File: src/rtl/softswitch_memory_mapper_assert.svh
// assertion macros shared by the mapper modules
// the using module must have clk and arst_n in scope
`ifndef SOFTSWITCH_MEMORY_MAPPER_ASSERT_SVH
`define SOFTSWITCH_MEMORY_MAPPER_ASSERT_SVH

// same-cycle implication
`define SSMM_ASSERT_NOW(lbl, ante, cons, msg) \
	lbl: assert property (@(posedge clk) disable iff (!arst_n) (ante) |-> (cons)) \
		else $error(msg);

// next-cycle implication
`define SSMM_ASSERT_NEXT(lbl, ante, cons, msg) \
	lbl: assert property (@(posedge clk) disable iff (!arst_n) (ante) |=> (cons)) \
		else $error(msg);

`endif

File: src/rtl/ssmm_pkg.sv
package ssmm_pkg;

	typedef enum logic [1:0] {
		OP_SW_READ   = 2'd0,
		OP_SW_WRITE  = 2'd1,
		OP_TRANSLATE = 2'd2
	} op_t;

	// memory switch flags, msb first
	typedef struct packed {
		logic rombank;
		logic slotc3;
		logic intcx;
		logic lcwrite;
		logic lcread;
		logic lcbank2;
		logic altzp;
		logic auxwr;
		logic auxrd;
		logic store80;
	} mem_sw_t;

	typedef struct packed {
		mem_sw_t    sw;
		logic [6:0] shadow;
	} map_ctl_t;

	typedef struct packed {
		logic        video_hires;
		logic        video_page2;
		logic [15:0] page_number;
		logic [7:0]  write_data;
		logic [7:0]  switch_offset;
	} in_beat_t;

	typedef struct packed {
		logic        page2_value;
		logic        page2_strobe;
		logic        map_covered;
		logic        shadowed;
		logic        is_io;
		logic [15:0] write_page;
		logic [15:0] read_page;
		logic [7:0]  read_data;
	} out_beat_t;

	// shadow control bit positions
	localparam int SH_TEXT   = 0;
	localparam int SH_HIRES1 = 1;
	localparam int SH_HIRES2 = 2;
	localparam int SH_SUPER  = 3;
	localparam int SH_AUX    = 4;
	localparam int SH_TEXT2  = 5;
	localparam int SH_LC     = 6;

	localparam logic [6:0] SHADOW_RESET   = 7'h57;
	localparam logic [7:0] SLOT_ROM_RESET = 8'h80;
	localparam logic [4:0] SPEED_RESET    = 5'h10;
	localparam logic [7:0] ROM_BANK       = 8'hFF;
	localparam logic [7:0] IO_PAGE        = 8'hC0;

	// softswitch offsets
	localparam logic [7:0] OFF_80STORE_OFF = 8'h00;
	localparam logic [7:0] OFF_80STORE_ON  = 8'h01;
	localparam logic [7:0] OFF_AUXRD_OFF   = 8'h02;
	localparam logic [7:0] OFF_AUXRD_ON    = 8'h03;
	localparam logic [7:0] OFF_AUXWR_OFF   = 8'h04;
	localparam logic [7:0] OFF_AUXWR_ON    = 8'h05;
	localparam logic [7:0] OFF_INTCX_OFF   = 8'h06;
	localparam logic [7:0] OFF_INTCX_ON    = 8'h07;
	localparam logic [7:0] OFF_ALTZP_OFF   = 8'h08;
	localparam logic [7:0] OFF_ALTZP_ON    = 8'h09;
	localparam logic [7:0] OFF_SLOTC3_OFF  = 8'h0A;
	localparam logic [7:0] OFF_SLOTC3_ON   = 8'h0B;
	localparam logic [7:0] OFF_RD_LCBANK2  = 8'h11;
	localparam logic [7:0] OFF_RD_LCREAD   = 8'h12;
	localparam logic [7:0] OFF_RD_AUXRD    = 8'h13;
	localparam logic [7:0] OFF_RD_AUXWR    = 8'h14;
	localparam logic [7:0] OFF_RD_INTCX    = 8'h15;
	localparam logic [7:0] OFF_RD_ALTZP    = 8'h16;
	localparam logic [7:0] OFF_RD_SLOTC3   = 8'h17;
	localparam logic [7:0] OFF_RD_80STORE  = 8'h18;
	localparam logic [7:0] OFF_SLOT_ROM    = 8'h2D;
	localparam logic [7:0] OFF_SHADOW      = 8'h35;
	localparam logic [7:0] OFF_SPEED       = 8'h36;
	localparam logic [7:0] OFF_IRQ_EN      = 8'h41;
	localparam logic [7:0] OFF_STATE       = 8'h68;
	localparam logic [7:0] OFF_LC_A_FIRST  = 8'h80;
	localparam logic [7:0] OFF_LC_A_LAST   = 8'h83;
	localparam logic [7:0] OFF_LC_B_FIRST  = 8'h88;
	localparam logic [7:0] OFF_LC_B_LAST   = 8'h8B;

endpackage

File: src/rtl/ssmm_switches.sv
`include "softswitch_memory_mapper_assert.svh"

module ssmm_switches (
	input  logic               clk,
	input  logic               arst_n,
	input  logic               en,
	input  ssmm_pkg::op_t      op,
	input  logic [7:0]         off,
	input  logic [7:0]         wdata,
	input  logic               page2,
	output logic [7:0]         rd_data,
	output logic               p2_strobe,
	output logic               p2_value,
	output ssmm_pkg::map_ctl_t ctl
);

	ssmm_pkg::mem_sw_t sw_q, sw_d;
	logic [6:0] shadow_q, shadow_d;
	logic [7:0] slot_rom_q, slot_rom_d;
	logic [4:0] speed_q, speed_d;
	logic [4:0] irq_en_q, irq_en_d;
	logic [7:0] prev_q;
	logic       is_sw_op;
	logic       common_hit;

	assign is_sw_op = (op == ssmm_pkg::OP_SW_READ) || (op == ssmm_pkg::OP_SW_WRITE);

	always_comb begin
		sw_d       = sw_q;
		shadow_d   = shadow_q;
		slot_rom_d = slot_rom_q;
		speed_d    = speed_q;
		irq_en_d   = irq_en_q;
		rd_data    = '0;
		p2_strobe  = 1'b0;
		p2_value   = 1'b0;
		common_hit = 1'b0;
		if (is_sw_op) begin
			common_hit = 1'b1;
			unique case (off) inside
				ssmm_pkg::OFF_80STORE_ON: sw_d.store80 = 1'b1;
				ssmm_pkg::OFF_AUXRD_OFF:  sw_d.auxrd   = 1'b0;
				ssmm_pkg::OFF_AUXRD_ON:   sw_d.auxrd   = 1'b1;
				ssmm_pkg::OFF_AUXWR_OFF:  sw_d.auxwr   = 1'b0;
				ssmm_pkg::OFF_AUXWR_ON:   sw_d.auxwr   = 1'b1;
				ssmm_pkg::OFF_INTCX_OFF:  sw_d.intcx   = 1'b0;
				ssmm_pkg::OFF_INTCX_ON:   sw_d.intcx   = 1'b1;
				ssmm_pkg::OFF_ALTZP_OFF:  sw_d.altzp   = 1'b0;
				ssmm_pkg::OFF_ALTZP_ON:   sw_d.altzp   = 1'b1;
				ssmm_pkg::OFF_SLOTC3_OFF: sw_d.slotc3  = 1'b0;
				ssmm_pkg::OFF_SLOTC3_ON:  sw_d.slotc3  = 1'b1;
				[ssmm_pkg::OFF_LC_A_FIRST:ssmm_pkg::OFF_LC_A_LAST],
				[ssmm_pkg::OFF_LC_B_FIRST:ssmm_pkg::OFF_LC_B_LAST]: begin
					// language card: write enable needs the same odd switch hit twice in a row
					sw_d.lcbank2 = ~off[3];
					sw_d.lcread  = ~(off[0] ^ off[1]);
					if (!off[0]) begin
						sw_d.lcwrite = 1'b0;
					end else if (prev_q == off) begin
						sw_d.lcwrite = 1'b1;
					end
				end
				default: common_hit = 1'b0;
			endcase
		end
		if (is_sw_op && !common_hit) begin
			if (op == ssmm_pkg::OP_SW_READ) begin
				unique case (off)
					ssmm_pkg::OFF_RD_LCBANK2: rd_data = {sw_q.lcbank2, 7'b0};
					ssmm_pkg::OFF_RD_LCREAD:  rd_data = {sw_q.lcread, 7'b0};
					ssmm_pkg::OFF_RD_AUXRD:   rd_data = {sw_q.auxrd, 7'b0};
					ssmm_pkg::OFF_RD_AUXWR:   rd_data = {sw_q.auxwr, 7'b0};
					ssmm_pkg::OFF_RD_INTCX:   rd_data = {sw_q.intcx, 7'b0};
					ssmm_pkg::OFF_RD_ALTZP:   rd_data = {sw_q.altzp, 7'b0};
					ssmm_pkg::OFF_RD_SLOTC3:  rd_data = {sw_q.slotc3, 7'b0};
					ssmm_pkg::OFF_RD_80STORE: rd_data = {sw_q.store80, 7'b0};
					ssmm_pkg::OFF_SLOT_ROM:   rd_data = slot_rom_q;
					ssmm_pkg::OFF_SHADOW:     rd_data = {1'b0, ~shadow_q} & 8'h5F;
					ssmm_pkg::OFF_SPEED:      rd_data = {speed_q[4], 3'b0, speed_q[3:0]};
					ssmm_pkg::OFF_IRQ_EN:     rd_data = {3'b0, irq_en_q};
					ssmm_pkg::OFF_STATE:      rd_data = {sw_q.altzp, page2, sw_q.auxrd,
						sw_q.auxwr, ~sw_q.lcread, sw_q.lcbank2, sw_q.rombank, sw_q.intcx};
					default:                  rd_data = '0;
				endcase
			end else begin
				unique case (off)
					ssmm_pkg::OFF_80STORE_OFF: sw_d.store80 = 1'b0;
					ssmm_pkg::OFF_SLOT_ROM:    slot_rom_d = wdata;
					ssmm_pkg::OFF_SHADOW:      shadow_d = ~wdata[6:0];
					ssmm_pkg::OFF_SPEED:       speed_d = {wdata[7], wdata[3:0]};
					ssmm_pkg::OFF_IRQ_EN:      irq_en_d = wdata[4:0];
					ssmm_pkg::OFF_STATE: begin
						sw_d.intcx   = wdata[0];
						sw_d.rombank = wdata[1];
						sw_d.lcbank2 = wdata[2];
						sw_d.lcread  = ~wdata[3];
						sw_d.auxwr   = wdata[4];
						sw_d.auxrd   = wdata[5];
						sw_d.altzp   = wdata[7];
						p2_strobe    = 1'b1;
						p2_value     = wdata[6];
					end
					default: ;
				endcase
			end
		end
	end

	always_ff @(posedge clk or negedge arst_n) begin
		if (!arst_n) begin
			sw_q       <= '0;
			shadow_q   <= ssmm_pkg::SHADOW_RESET;
			slot_rom_q <= ssmm_pkg::SLOT_ROM_RESET;
			speed_q    <= ssmm_pkg::SPEED_RESET;
			irq_en_q   <= '0;
			prev_q     <= '0;
		end else if (en) begin
			sw_q       <= sw_d;
			shadow_q   <= shadow_d;
			slot_rom_q <= slot_rom_d;
			speed_q    <= speed_d;
			irq_en_q   <= irq_en_d;
			if (is_sw_op) begin
				prev_q <= off;
			end
		end
	end

	assign ctl.sw     = sw_q;
	assign ctl.shadow = shadow_q;

	`SSMM_ASSERT_NEXT(a_lcwrite_double, !$past(en && off[0] && (prev_q == off) && is_sw_op) && !sw_q.lcwrite, !$rose(sw_q.lcwrite) || $past(en), "lcwrite set without a qualifying access")
	`SSMM_ASSERT_NOW(a_lcwrite_cause, $rose(sw_q.lcwrite), $past(en && is_sw_op) && ($past(off) == $past(prev_q) || $past(off) == ssmm_pkg::OFF_STATE || $past(off[0])), "lcwrite rose without a language card access")
	`SSMM_ASSERT_NOW(a_strobe_only_write, p2_strobe, op == ssmm_pkg::OP_SW_WRITE && rd_data == 8'h00, "page2 strobe outside a write")

endmodule

File: src/rtl/ssmm_xlate.sv
module ssmm_xlate (
	input  logic               [15:0] page_number,
	input  logic                      page2,
	input  logic                      hires,
	input  ssmm_pkg::map_ctl_t        ctl,
	output logic               [15:0] read_page,
	output logic               [15:0] write_page,
	output logic                      is_io,
	output logic                      shadowed,
	output logic                      map_covered
);

	logic [7:0] bank;
	logic [7:0] pg;
	logic       rdaux, wraux;
	logic       lc_on;
	logic [7:0] lc_src;
	logic [7:0] ram_pg;
	logic [15:0] lc_rp, lc_wp;
	logic       lc_io;
	logic       sh_text, sh_text2, sh_hr1, sh_hr2, sup, aux;
	logic       in_text, in_text2, in_hr1, in_hr2, in_hi_aux;

	assign bank = page_number[15:8];
	assign pg   = page_number[7:0];

	// language card window, pages c0-ff
	always_comb begin
		unique case (bank)
			8'h00:   lc_src = {7'b0, ctl.sw.altzp};
			default: lc_src = bank;
		endcase
		ram_pg = (pg < 8'hE0 && !ctl.sw.lcbank2) ? pg - 8'h10 : pg;
		lc_io  = 1'b0;
		if (pg == ssmm_pkg::IO_PAGE) begin
			lc_rp = page_number;
			lc_wp = page_number;
			lc_io = 1'b1;
		end else if (pg < 8'hD0) begin
			lc_rp = {ssmm_pkg::ROM_BANK, pg};
			lc_wp = {ssmm_pkg::ROM_BANK, pg};
		end else begin
			lc_rp = ctl.sw.lcread  ? {lc_src, ram_pg} : {ssmm_pkg::ROM_BANK, pg};
			lc_wp = ctl.sw.lcwrite ? {lc_src, ram_pg} : {ssmm_pkg::ROM_BANK, pg};
		end
	end

	// shadow windows
	assign sh_text   = ctl.shadow[ssmm_pkg::SH_TEXT];
	assign sh_text2  = ctl.shadow[ssmm_pkg::SH_TEXT2];
	assign sh_hr1    = ctl.shadow[ssmm_pkg::SH_HIRES1];
	assign sh_hr2    = ctl.shadow[ssmm_pkg::SH_HIRES2];
	assign sup       = ctl.shadow[ssmm_pkg::SH_SUPER];
	assign aux       = ctl.shadow[ssmm_pkg::SH_AUX];
	assign lc_on     = ctl.shadow[ssmm_pkg::SH_LC];
	assign in_text   = pg[7:2] == 6'b000001;
	assign in_text2  = pg[7:2] == 6'b000010;
	assign in_hr1    = pg[7:5] == 3'b001;
	assign in_hr2    = pg[7:5] == 3'b010;
	assign in_hi_aux = pg >= 8'h60 && pg < 8'hA0;

	always_comb begin
		rdaux       = ctl.sw.auxrd;
		wraux       = ctl.sw.auxwr;
		read_page   = page_number;
		write_page  = page_number;
		is_io       = 1'b0;
		shadowed    = 1'b0;
		map_covered = 1'b0;
		if (bank == 8'h00) begin
			map_covered = 1'b1;
			if (pg < 8'h02) begin
				rdaux = ctl.sw.altzp;
				wraux = ctl.sw.altzp;
			end else if (ctl.sw.store80 && (in_text || (hires && in_hr1))) begin
				rdaux = page2;
				wraux = page2;
			end
			if (pg >= ssmm_pkg::IO_PAGE && lc_on) begin
				read_page  = lc_rp;
				write_page = lc_wp;
				is_io      = lc_io;
			end else begin
				read_page  = {7'b0, rdaux, pg};
				write_page = {7'b0, wraux, pg};
			end
			shadowed = (in_text && sh_text) || (in_text2 && sh_text2) ||
				(in_hr1 && sh_hr1) || (in_hr2 && sh_hr2);
		end else if (bank == 8'h01) begin
			map_covered = 1'b1;
			if (pg >= ssmm_pkg::IO_PAGE && lc_on) begin
				read_page  = lc_rp;
				write_page = lc_wp;
				is_io      = lc_io;
			end
			shadowed = (in_text && sh_text) || (in_text2 && sh_text2) ||
				(in_hr1 && ((sh_hr1 && aux) || sup)) ||
				(in_hr2 && ((sh_hr2 && aux) || sup)) ||
				(in_hi_aux && (aux || sup));
		end else if ((bank == 8'hE0 || bank == 8'hE1) && pg >= ssmm_pkg::IO_PAGE) begin
			map_covered = 1'b1;
			read_page   = lc_rp;
			write_page  = lc_wp;
			is_io       = lc_io;
		end
	end

endmodule

File: src/rtl/softswitch_memory_mapper.sv
// channel  | dir | tvalid/tready        | payload
// ---------+-----+----------------------+---------------------------------------------
// s_*      | in  | s_tvalid, s_tready   | s_tdata (40b), s_tuser[1:0] operation
// m_*      | out | m_tvalid, m_tready   | m_tdata (48b) result beat
//
// one beat per cycle sustained while m_tready does not stall the output; a taken beat passes
// from the input register to the result register, and leaves from the result register
// switch state is updated when a beat moves from the input register to the result
// register, so each translate sees every earlier switch access
// arst_n clears both stage valids and loads the switch reset values
// a stall on m_tready holds the result register; the input register still takes one
// more beat if it is empty, after which s_tready drops until the result is taken
`include "softswitch_memory_mapper_assert.svh"

module softswitch_memory_mapper (
	input  logic        clk,
	input  logic        arst_n,
	input  logic        s_tvalid,
	output logic        s_tready,
	// switch_offset[7:0], write_data[15:8], page_number[31:16], video_page2[32],
	// video_hires[33], zero fill [39:34]
	input  logic [39:0] s_tdata,
	// operation[1:0]
	input  logic [1:0]  s_tuser,
	output logic        m_tvalid,
	input  logic        m_tready,
	// read_data[7:0], read_page[23:8], write_page[39:24], is_io[40], shadowed[41],
	// map_covered[42], page2_strobe[43], page2_value[44], zero fill [47:45]
	output logic [47:0] m_tdata
);

	// input register
	logic               valid_s1;
	ssmm_pkg::op_t      op_s1;
	ssmm_pkg::in_beat_t in_s1;

	// result register
	logic                valid_s2;
	ssmm_pkg::out_beat_t res_s2;

	logic                advance;
	logic                step_en;
	ssmm_pkg::out_beat_t res;
	ssmm_pkg::map_ctl_t  ctl;
	logic [7:0]          sw_rd_data;
	logic                sw_p2_strobe, sw_p2_value;
	logic [15:0]         xl_rp, xl_wp;
	logic                xl_io, xl_sh, xl_cov;

	// result register free or being emptied this cycle
	assign advance  = !valid_s2 || m_tready;
	assign s_tready = !valid_s1 || advance;
	assign step_en  = valid_s1 && advance;

	always_ff @(posedge clk or negedge arst_n) begin
		if (!arst_n) begin
			valid_s1 <= 1'b0;
		end else if (s_tready) begin
			valid_s1 <= s_tvalid;
		end
	end

	always_ff @(posedge clk) begin
		if (s_tvalid && s_tready) begin
			op_s1 <= ssmm_pkg::op_t'(s_tuser);
			in_s1 <= s_tdata[$bits(ssmm_pkg::in_beat_t)-1:0];
		end
	end

	ssmm_switches u_switches (
		.clk       (clk),
		.arst_n    (arst_n),
		.en        (step_en),
		.op        (op_s1),
		.off       (in_s1.switch_offset),
		.wdata     (in_s1.write_data),
		.page2     (in_s1.video_page2),
		.rd_data   (sw_rd_data),
		.p2_strobe (sw_p2_strobe),
		.p2_value  (sw_p2_value),
		.ctl       (ctl)
	);

	ssmm_xlate u_xlate (
		.page_number (in_s1.page_number),
		.page2       (in_s1.video_page2),
		.hires       (in_s1.video_hires),
		.ctl         (ctl),
		.read_page   (xl_rp),
		.write_page  (xl_wp),
		.is_io       (xl_io),
		.shadowed    (xl_sh),
		.map_covered (xl_cov)
	);

	// fields not owned by the operation stay zero
	always_comb begin
		res = '0;
		case (op_s1)
			ssmm_pkg::OP_SW_READ: res.read_data = sw_rd_data;
			ssmm_pkg::OP_SW_WRITE: begin
				res.page2_strobe = sw_p2_strobe;
				res.page2_value  = sw_p2_value;
			end
			ssmm_pkg::OP_TRANSLATE: begin
				res.read_page   = xl_rp;
				res.write_page  = xl_wp;
				res.is_io       = xl_io;
				res.shadowed    = xl_sh;
				res.map_covered = xl_cov;
			end
			default: res = '0;
		endcase
	end

	always_ff @(posedge clk or negedge arst_n) begin
		if (!arst_n) begin
			valid_s2 <= 1'b0;
		end else if (advance) begin
			valid_s2 <= valid_s1;
		end
	end

	always_ff @(posedge clk) begin
		if (step_en) begin
			res_s2 <= res;
		end
	end

	assign m_tvalid = valid_s2;
	assign m_tdata  = {3'b0, res_s2};

	`SSMM_ASSERT_NEXT(a_stage_moves, step_en, valid_s2, "input beat lost on its way to the result register")
	`SSMM_ASSERT_NOW(a_ready_when_empty, !valid_s1, s_tready, "input register empty but not ready")
	`SSMM_ASSERT_NOW(a_uncovered_identity, valid_s2 && !res_s2.map_covered, (res_s2.read_page == res_s2.write_page) && !res_s2.is_io && !res_s2.shadowed, "uncovered result not identity")
	`SSMM_ASSERT_NOW(a_io_page, valid_s2 && res_s2.is_io, res_s2.map_covered && (res_s2.read_page[7:0] == ssmm_pkg::IO_PAGE) && (res_s2.read_page == res_s2.write_page), "io flag on a page other than c0")

endmodule

File: config.mk
export PLATFORM = sky130hd
export DESIGN_NAME = softswitch_memory_mapper
export DESIGN_NICKNAME = d
export VERILOG_FILES = /design/src/rtl/ssmm_pkg.sv /design/src/rtl/ssmm_switches.sv /design/src/rtl/ssmm_xlate.sv /design/src/rtl/softswitch_memory_mapper.sv
export VERILOG_INCLUDE_DIRS = /design/src /design/src/rtl
export SDC_FILE = /design/constraint.sdc
export NUM_CORES = 1
export LEC_CHECK = 0
export CORE_MARGIN = 2
export CORE_UTILIZATION = 60
export CTS_BUF_LIST = sky130_fd_sc_hd__clkbuf_4 sky130_fd_sc_hd__clkbuf_8
export DETAILED_ROUTE_END_ITERATION = 6
export DONT_BUFFER_PORTS = 1
export PLACE_DENSITY = 0.75
export RECOVER_POWER = 100
export SYNTH_ARGS = -nofsm -noshare
export SYNTH_HDL_FRONTEND = slang
export SYNTH_SLANG_ARGS = --single-unit
export TNS_END_PERCENT = 100
File: constraint.sdc
create_clock -name clk -period 3.05 [get_ports clk]
set_input_delay 0.61 -clock clk [delete_from_list [all_inputs] [get_ports clk]]
set_output_delay 0.61 -clock clk [all_outputs]
set_load 0.01 [all_outputs]
==> results.txt, run 1 <==
Net switching is 25.8% of the power. The maximum frequency from static timing analysis is 0.361 GHz. After detailed routing, the number of vias per cell comes to 6.25.

The tools report the final core utilization as 66.3%. The final-layout fill cell count was 691; the simple-gate share of the synthesized area was 14.5%. The fraction of the mapped netlist area in compound gates was 13.1%; the clock network fraction of design power was 36.1%.

The die boundary width works out to 102 um. The tools report the number of global-route vias before repair as 3716. Launching element type of the critical path: a flop. The routed design has 12500 um of wire. The arrival time at the worst endpoint is 2.93 ns, and the total overflow reported by the global router is 0.

The analysis attributes to net switching a power of 0.937 mW. For the total number of vias, the log shows 3830. The number of buffers added by the clock tree synthesis step is 17.

TritonCTS built the clock tree. Setup total negative slack on the finished layout was measured at 0 ns. The power density over the cells was 592 nW/um^2. The checks that failed: max-capacitance violations, max-slew violations. Entering global routing, the biggest net connects 48 pins. The design draws 3.63 mW. The tools report the number of hold violations in the final report as 0. The run gives 0 as the remaining antenna violation count after routing. Once layout is complete, the cells apart from fillers number 613. The largest total area in the synthesized netlist belongs to sky130_fd_sc_hd__edfxtp_1.

Setup violations remaining at the end of the flow were counted as 0. Per report_power, the combinational group accounts for 7.6% of the total. The region available for standard cell placement spans 9240 sq um. Of the total synthesized cell area, the portion taken by full adders, half adders and majority gates is 1.31%.

Setup repair after global routing left no endpoint under its margin. The analysis attributes to cell leakage a power of 2.23 nW. Setup slack on the worst reg-to-reg path comes out at 0.28 ns.

Among cell families on the critical path, the largest total delay comes from compound AO/OA/AOI/OAI gates. The logs give 523 for the net count of the finished layout and 62.0% for the starting density of the core. The max capacitance violation total came out at 1.

The run finished, with violations left. The root cell of the clock tree is sky130_fd_sc_hd__clkbuf_8. The portion of the clock cycle consumed by the worst path in the final layout is 90.9%. The maximum buffer depth of the clock tree came out at 2.

The sink count of the clock tree came out at 122. At the pin with the least slew margin, the transition time is 2.22 ns. Before antenna repair, the detailed router went through 5 iterations.

Slowest cell on the critical path: sky130_fd_sc_hd__a2111oi_0. The die outline area came out at 10400 sq um. The routability-driven placement congestion ratio is 0.946, and the number of buffers added on ports is 0. The worst pin sits at a relative slew slack of -48.0%. Yosys attributes the largest share of cell area to sky130_fd_sc_hd__edfxtp_1 (40%), sky130_fd_sc_hd__dfrtp_1 (17%), sky130_fd_sc_hd__mux2_2 (5.3%).

The clock insertion delay at the later pin of the skew report is 0.44 ns. The initial antenna violation count is 0, and the number of synthesized flops with an enable pin is 77. In the synthesized netlist, mux cells make up 5.30% of the area.

Across the VDD grid, the largest voltage drop is 0.000342 V. During I/O placement, the number of pins put on the boundary was 96. Of the total synthesized cell area, the portion taken by XOR and XNOR cells is 1.38%. Once placement completed, the tool counted placed cells totaling 578. Counting flops and latches in the post-synthesis netlist gives 122. The detailed-placement wirelength estimate is 8510 um, and the final critical delay including setup and external delays is 2.77 ns. For this run, the leading register cell type out of synthesis is sky130_fd_sc_hd__edfxtp_1. In this run the biggest area consumer among cell types represents 40.3% of the synthesized area.

The post-cts repair resize count is 0. The clock-pin slew reported for the worst setup and hold paths after clock tree synthesis is 0.07 ns. In this run, flip-flops and latches consume 56.3% of the power.

On the final layout, the worst clock skew is 0.0119 ns. STA classifies the critical path endpoint as a flop. Internal power component: 2.69 mW. The final max-slew violation count was 41. After detailed routing, the average wire length per cell comes to 20.3 um. At the worst endpoint, the required time is 3.21 ns.

The total DRC errors in the routed layout was 0; the cell count after synthesis was 472. After synthesis, the largest family of logic cells by area is simple AND/OR/NAND/NOR gates. The share of flip-flops with an asynchronous set or reset after synthesis is 36.9%, and the sequential-to-total area share from yosys stat is 60.1%. Relative to the synthesized area, the layout overhead comes to 6.94%. The post-synth design cell area was 5730 sq um; the initial detailed-routing violation count was 265. The H-tree was split into 4 levels. The critical path in this run is classified as flop to flop. The path class of the tightest hold or removal check is primary input to flop.

The tools report the global router's overall resource usage as 25.8%. In this run the mean area of a mapped cell was 12.1 sq um. Traced cell by cell, the critical path runs through inv_1 -> ha_1 -> mux2_2 -> o21bai_1 -> a2111oi_0 -> a311o_1 -> a21oi_1. The placement row count is 35, and the vertical die dimension is 102 um. The highest net fanout along the worst path was 9; the post-synthesis cell type count was 64. The proportion of layout cells with a drive suffix above 1 is 16.3%, and the count of yosys warnings during synthesis is 0. The first global-routing pass estimated 19900 um of wire. The number of buffer and inverter stages on the critical path came out at 1. On the worst path, the slowest cell contributes a delay of 0.71 ns. 0 antenna diodes ended up in the layout.
-- metrics by stage --
stage / setup slack, ns / area (sq um) / hold WS, ns
2_1_floorplan: 0.571 / 5740 / 0.314
3_3_place_gp: 0.492 / 5780 / 0.316
3_5_place_dp: 0.431 / 5780 / 0.316
4_1_cts: 0.400 / 6170 / 0.00129
6_report: 0.279 / 6130 / 0.262
5_1_grt: 0.208 / 6130 / 0.230
-- metal layers --
metal	track usage [%]	up-vias	wire length [um]	part of all wire, %
li1	-	1742	-	-
met1	33.4	1891	5140	41
met2	41.6	169	6220	50
met3	6.35	28	808	6.5
met4	10.8	0	299	2.4
met5	0	-	0	0
-- worst register-to-register path: cells and delay by family (launching register included) --
| family | cells | cell delay [ns] |
|---|---|---|
| muxes | 1 | 0.22 |
| adders and majority gates | 1 | 0.35 |
| DFF | 1 | 0.47 |
| buffers and inverters | 1 | 0.11 |
| AOI/OAI and AO/OA | 4 | 1.34 |
-- state kept, by name, summed over array words and instances (netlist names) --
signal,flops
in_s1,34
m_tdata,41
m_tvalid,1
op_s1,2
u_switches.ctl,10
u_switches.irq_en_q,5
u_switches.prev_q,8
u_switches.shadow_q,7
u_switches.slot_rom_q,8
u_switches.speed_q,5
valid_s1,1
-- power groups by stage --
stage,clock network (mW),logic (mW),registers (mW)
6_report,1.31,0.277,2.04
5_1_grt,1.41,0.311,2.06
4_1_cts,1.33,0.286,2.04
3_5_place_dp,0,0.267,2.07
3_3_place_gp,0,0.261,2.07
2_1_floorplan,0,0.245,2.02
-- cells by family (layout without fill, tap and decap cells) --
family / count (synthesis) / after routing
DFF: 122 / 122
adders and majority gates: 6 / 6
xor gates and xnor gates: 9 / 9
buffers and inverters: 47 / 57
other: 1 / 3
muxes: 27 / 27
and+or+nand+nor: 146 / 146
AOI/OAI and AO/OA: 114 / 114
-- layout by cell type, fill, tap and decap left out, types with 3 or more instances in the layout --
| master | Yosys | final |
|---|---|---|
| sky130_fd_sc_hd__mux2_2 | 27 | 26 |
| sky130_fd_sc_hd__buf_4 | 8 | 4 |
| sky130_fd_sc_hd__inv_1 | 13 | 13 |
| sky130_fd_sc_hd__o22ai_1 | 7 | 7 |
| sky130_fd_sc_hd__and3_1 | 5 | 5 |
| sky130_fd_sc_hd__a221oi_1 | 11 | 11 |
| sky130_fd_sc_hd__nand2b_1 | 7 | 7 |
| sky130_fd_sc_hd__nand2_1 | 37 | 37 |
| sky130_fd_sc_hd__clkbuf_1 | 8 | 3 |
| sky130_fd_sc_hd__and2_1 | 16 | 9 |
| sky130_fd_sc_hd__dfrtp_1 | 38 | 38 |
| sky130_fd_sc_hd__clkbuf_4 | 0 | 3 |
| sky130_fd_sc_hd__a22oi_1 | 8 | 8 |
| sky130_fd_sc_hd__nor4_1 | 3 | 4 |
| sky130_fd_sc_hd__and2_0 | 0 | 7 |
| sky130_fd_sc_hd__clkinv_2 | 0 | 5 |
| sky130_fd_sc_hd__ha_1 | 6 | 6 |
| sky130_fd_sc_hd__a21oi_1 | 16 | 16 |
| sky130_fd_sc_hd__o21a_1 | 13 | 13 |
| sky130_fd_sc_hd__o21ai_0 | 34 | 36 |
| sky130_fd_sc_hd__xnor2_1 | 8 | 8 |
| sky130_fd_sc_hd__nand3_1 | 7 | 7 |
| sky130_fd_sc_hd__nand3b_1 | 5 | 5 |
| sky130_fd_sc_hd__nor2b_1 | 11 | 11 |
| sky130_fd_sc_hd__edfxtp_1 | 77 | 77 |
| sky130_fd_sc_hd__dfstp_2 | 7 | 7 |
| sky130_fd_sc_hd__conb_1 | 1 | 3 |
| sky130_fd_sc_hd__clkinvlp_4 | 0 | 3 |
| sky130_fd_sc_hd__clkbuf_8 | 0 | 17 |
| sky130_fd_sc_hd__nand4b_1 | 3 | 3 |
| sky130_fd_sc_hd__nor3_1 | 9 | 9 |
| sky130_fd_sc_hd__o211ai_1 | 4 | 4 |
| sky130_fd_sc_hd__nor2_1 | 23 | 23 |
-- final cells by class --
class / instances / area [sq um] / area share (%)
sequential: 122 / 3450 / 56.2
multi-input combinational: 305 / 2040 / 33.2
clock buffer: 20 / 256 / 4.18
tap: 129 / 161 / 2.63
clock inverter: 12 / 104 / 1.69
timing repair buffer: 11 / 71.3 / 1.16
inverter: 14 / 52.6 / 0.857
-- final timing paths --
path                       cells after the start                     end        from
min reg2reg                                    1  u_switches.shadow_q[6]   in_s1[14]
max in group asynchronous                      1      u_switches.ctl[10]      arst_n
min                                            0                in_s1[6]  s_tdata[6]
max reg2reg                                    7              m_tdata[7]    in_s1[1]
max                                            7              m_tdata[7]    in_s1[1]
min in group asynchronous                      1  u_switches.shadow_q[2]      arst_n
-- synth_stat cells, types with 12 or more instances --
cell type	number
sky130_fd_sc_hd__o21ai_0	34
sky130_fd_sc_hd__buf_2	12
sky130_fd_sc_hd__nand2_1	37
sky130_fd_sc_hd__nor2_1	23
sky130_fd_sc_hd__and2_1	16
sky130_fd_sc_hd__inv_1	13
sky130_fd_sc_hd__edfxtp_1	77
sky130_fd_sc_hd__dfrtp_1	38
sky130_fd_sc_hd__mux2_2	27
sky130_fd_sc_hd__a21oi_1	16
sky130_fd_sc_hd__o21a_1	13
-- what timing repair did --
item | CTS | global route
hold buffers | 2 | 1
endpoints found under the hold margin | 40 | 2
buffers inserted | 0 | 0
(Power assumes the default switching activity.)
==> inputs of run 2 (changes only) <==
CORE_UTILIZATION = 59   (was 60)
GPL_TIMING_DRIVEN = 0   (was unset)
PLACE_DENSITY = 0.77   (was 0.75)
clock period = 2.4 ns   (was 3.05 ns; I/O delays follow)
==> run 2 against run 1 <==
Effect of this change:
- the flow now finishes without violations
- sequential power up 26%
- first-iteration DRC count up 6.4%
- hold slack worse by 0.12 ns
- via count up 1.7%
- final cell count up 4.2%
- design area up 5.0%
- routed wire length down 0.51%
- non-clock buffer count up 26
- total power up 40%
- combinational power up 49%
- largest cell class unchanged
==> results.txt, run 2 (synthesis gave the netlist of run 1 again) <==
The maximum VDD drop is 0.000392 V (+14%). Slowest cell on the critical path: sky130_fd_sc_hd__edfxtp_1. The detailed-router iteration count before antenna repair was 5 (unchanged); the count of cells along the worst register-to-register path was 7 (unchanged).

The area of the core came out at 9330 sq um (+0.95%). The ratio of routed vias to standard cells is 6.09 (-2.5%). The maximum number of pins on one net before global-route repair came out at 51 (+6.3%). The run gives 23.9% (+72 points) as the worst slew margin relative to its limit. The flow ran to the end, and the final reports show no timing, DRC or antenna violations.

The logs give 0.07 ns (-0.20 ns) for the internal reg-to-reg setup slack and 0.146 ns (-0.116 ns) for the minimum hold slack. The die outline area is 10500 sq um (+1.6%), and the area of all sequential standard cells is 3450 sq um (unchanged). The tools report the number of ports placed on the die boundary as 96 (unchanged). The clock-pin slew reported for the worst setup and hold paths after clock tree synthesis came out at 0.07 ns (about the same). The starting density of the core was 61.4% (-0.58 points); the final-layout fill cell count was 659 (-4.6%). The run gives 2 (unchanged) as the maximum buffer depth of the clock tree. The number of flip-flops in the largest register was 41 (unchanged); the number of failing setup endpoints in the final timing report was 0 (unchanged).

STA classifies the critical path startpoint as a flop. Sink count of the clock tree: 122 (unchanged). The number of buffer and inverter stages on the critical path is 2 (+1), and the static leakage is 2.38 nW (+6.9%).

The worst setup path is of the flop to flop kind. TritonCTS built the clock tree. In the layout the commonest cells are sky130_fd_sc_hd__edfxtp_1 (77), sky130_fd_sc_hd__dfrtp_1 (38), sky130_fd_sc_hd__nand2_1 (36), sky130_fd_sc_hd__o21ai_0 (35), sky130_fd_sc_hd__mux2_2 (27).

The tools report the initial antenna violation count as 0 (unchanged). The power density over the cells works out to 787 nW/um^2 (+33%). The net count of the finished layout was 549 (+5.0%); the layout overhead on the synthesized area was 12.3%. The final core utilization was 69.0% (+2.7 points); the number of antenna diodes was 0 (unchanged). The largest delay contributor family on the critical path is simple AND/OR/NAND/NOR gates. The data required time of the critical path came out at 2.71 ns (-0.50 ns). The placement row count was 35 (unchanged).

For the worst clock skew, the log shows 0.00958 ns (-0.00231 ns). The critical path goes through inv_2 -> ha_1 -> nor2b_2 -> and4_1 -> clkbuf_2 -> and3_1 -> mux2_2. The detailed-route wire length per cell is 19.4 um (-4.6%), and the detailed-placement wirelength estimate is 8380 um (-1.5%). Proportion of layout cells with a drive suffix above 1: 21.8% (+5.4 points). The run gives 0 (unchanged) as the total DRC errors in the routed layout. The count of cells along the worst hold path came out at 0 (unchanged).

The largest stage delay on the critical path was 0.46 ns (-0.25 ns); the global-route wire length before repair was 19500 um (-1.8%). The tools report the number of buffers added by the clock tree synthesis step as 17 (unchanged). The routability-driven placement congestion ratio came out at 0.919 (-2.9%). The overall routed net length was 12400 um (-0.51%); the remaining antenna violation count after routing was 0 (unchanged). The arrival time at the worst endpoint was 2.64 ns (-0.29 ns); the final critical delay including setup and external delays was 2.33 ns (-0.445 ns). Die boundary width: 103 um (+0.81%). Root cell of the clock tree: sky130_fd_sc_hd__clkbuf_8. The final max-slew violation count was 0 (-100%); the total number of cells along the worst setup path was 7 (unchanged).

For the clock insertion delay at the later pin of the skew report, the log shows 0.42 ns (-0.02 ns). The number of hold violations in the final report was 0 (unchanged). The global router's overall resource usage was 25.0% (-0.72 points).

The kind of end point of the critical path was a flop. The initial detailed-routing violation count is 282 (+6.4%). The most common library cell in the layout ignoring fill and taps is sky130_fd_sc_hd__edfxtp_1. The tools report the number of global-route vias before repair as 3905 (+5.1%). The multi-input gate area in the final layout was 2080 sq um (+1.9%).

The portion of the clock cycle consumed by the worst path in the final layout is 96.9% (+6.0 points). Number of buffers added on ports: 0 (unchanged). Highest net fanout along the worst path: 6 (-3).

The vertical die dimension works out to 103 um (+0.81%). For the CTS H-tree depth, the log shows 4 (unchanged). The actual transition at the worst max-transition pin is 1.14 ns (-1.08 ns). In this run the worst hold path is classified as primary input to flop. The tools report the max capacitance violation total as 0 (-1).

The logs give 0 (unchanged) for the total overflow reported by the global router and 0.430 GHz (+19%) for the maximum frequency from static timing analysis. The total number of vias was 3894 (+1.7%).
-- run 2: timing repair --
item,4_1_cts,5_1_grt
setup endpoints to repair,29,35
resized for setup,6,16
pin swaps,1,2
hold buffers,2,0
buffers inserted,3,2
hold endpoints to repair,45,0
-- run 2: metrics by stage --
stage          power (mW)  TNS [ns]  setup slack, ns  std cells  area [sq um]
2_1_floorplan        2.87         0           0.0510        474          5740
3_3_place_gp         2.97    -11.81           -0.472        603          5900
3_5_place_dp         2.99     -8.01           -0.526        603          5900
4_1_cts              5.09         0          0.00597        638          6430
5_1_grt              5.25    -0.111          -0.0285        639          6430
6_report             5.07         0           0.0743        639          6430
-- run 2: per-layer routing --
layer | wire [um] | global-route usage [%]
met1 | 4990 | 30.8
met2 | 6180 | 40.8
met3 | 860 | 7.59
met4 | 374 | 11.6
met5 | 0 | 0
-- run 2: worst reg2reg max path, stage by stage, from the launching register on --
cell and delay (ns):
sky130_fd_sc_hd__edfxtp_1 0.46, sky130_fd_sc_hd__inv_2 0.09, sky130_fd_sc_hd__ha_1 0.22, sky130_fd_sc_hd__nor2b_2 0.21
sky130_fd_sc_hd__and4_1 0.25, sky130_fd_sc_hd__clkbuf_2 0.22, sky130_fd_sc_hd__and3_1 0.38, sky130_fd_sc_hd__mux2_2 0.38
-- run 2: power by group --
part	internal, mW	switching [mW]
sequential	2.42	0.147
clock	1.26	0.833
combinational	0.174	0.238
-- run 2: cell type report --
cell class                 count  share of cell area, %
clock inverter                14                   3.38
multi-input combinational    305                   32.3
buffer                        30                   2.88
tap                          129                   2.51
inverter                      14                  0.836
timing repair buffer           7                  0.817
clock buffer                  18                   3.75
sequential                   122                   53.6
-- run 2: worst paths after layout --
| kind | start | end |
|---|---|---|
| max in group asynchronous | arst_n | u_switches.ctl[13] |
| max | in_s1[1] | u_switches.irq_en_q[3] |
| min | s_tdata[0] | in_s1[0] |
| min reg2reg | in_s1[14] | u_switches.shadow_q[6] |
| max reg2reg | in_s1[1] | u_switches.irq_en_q[3] |
| min in group asynchronous | arst_n | u_switches.prev_q[1] |
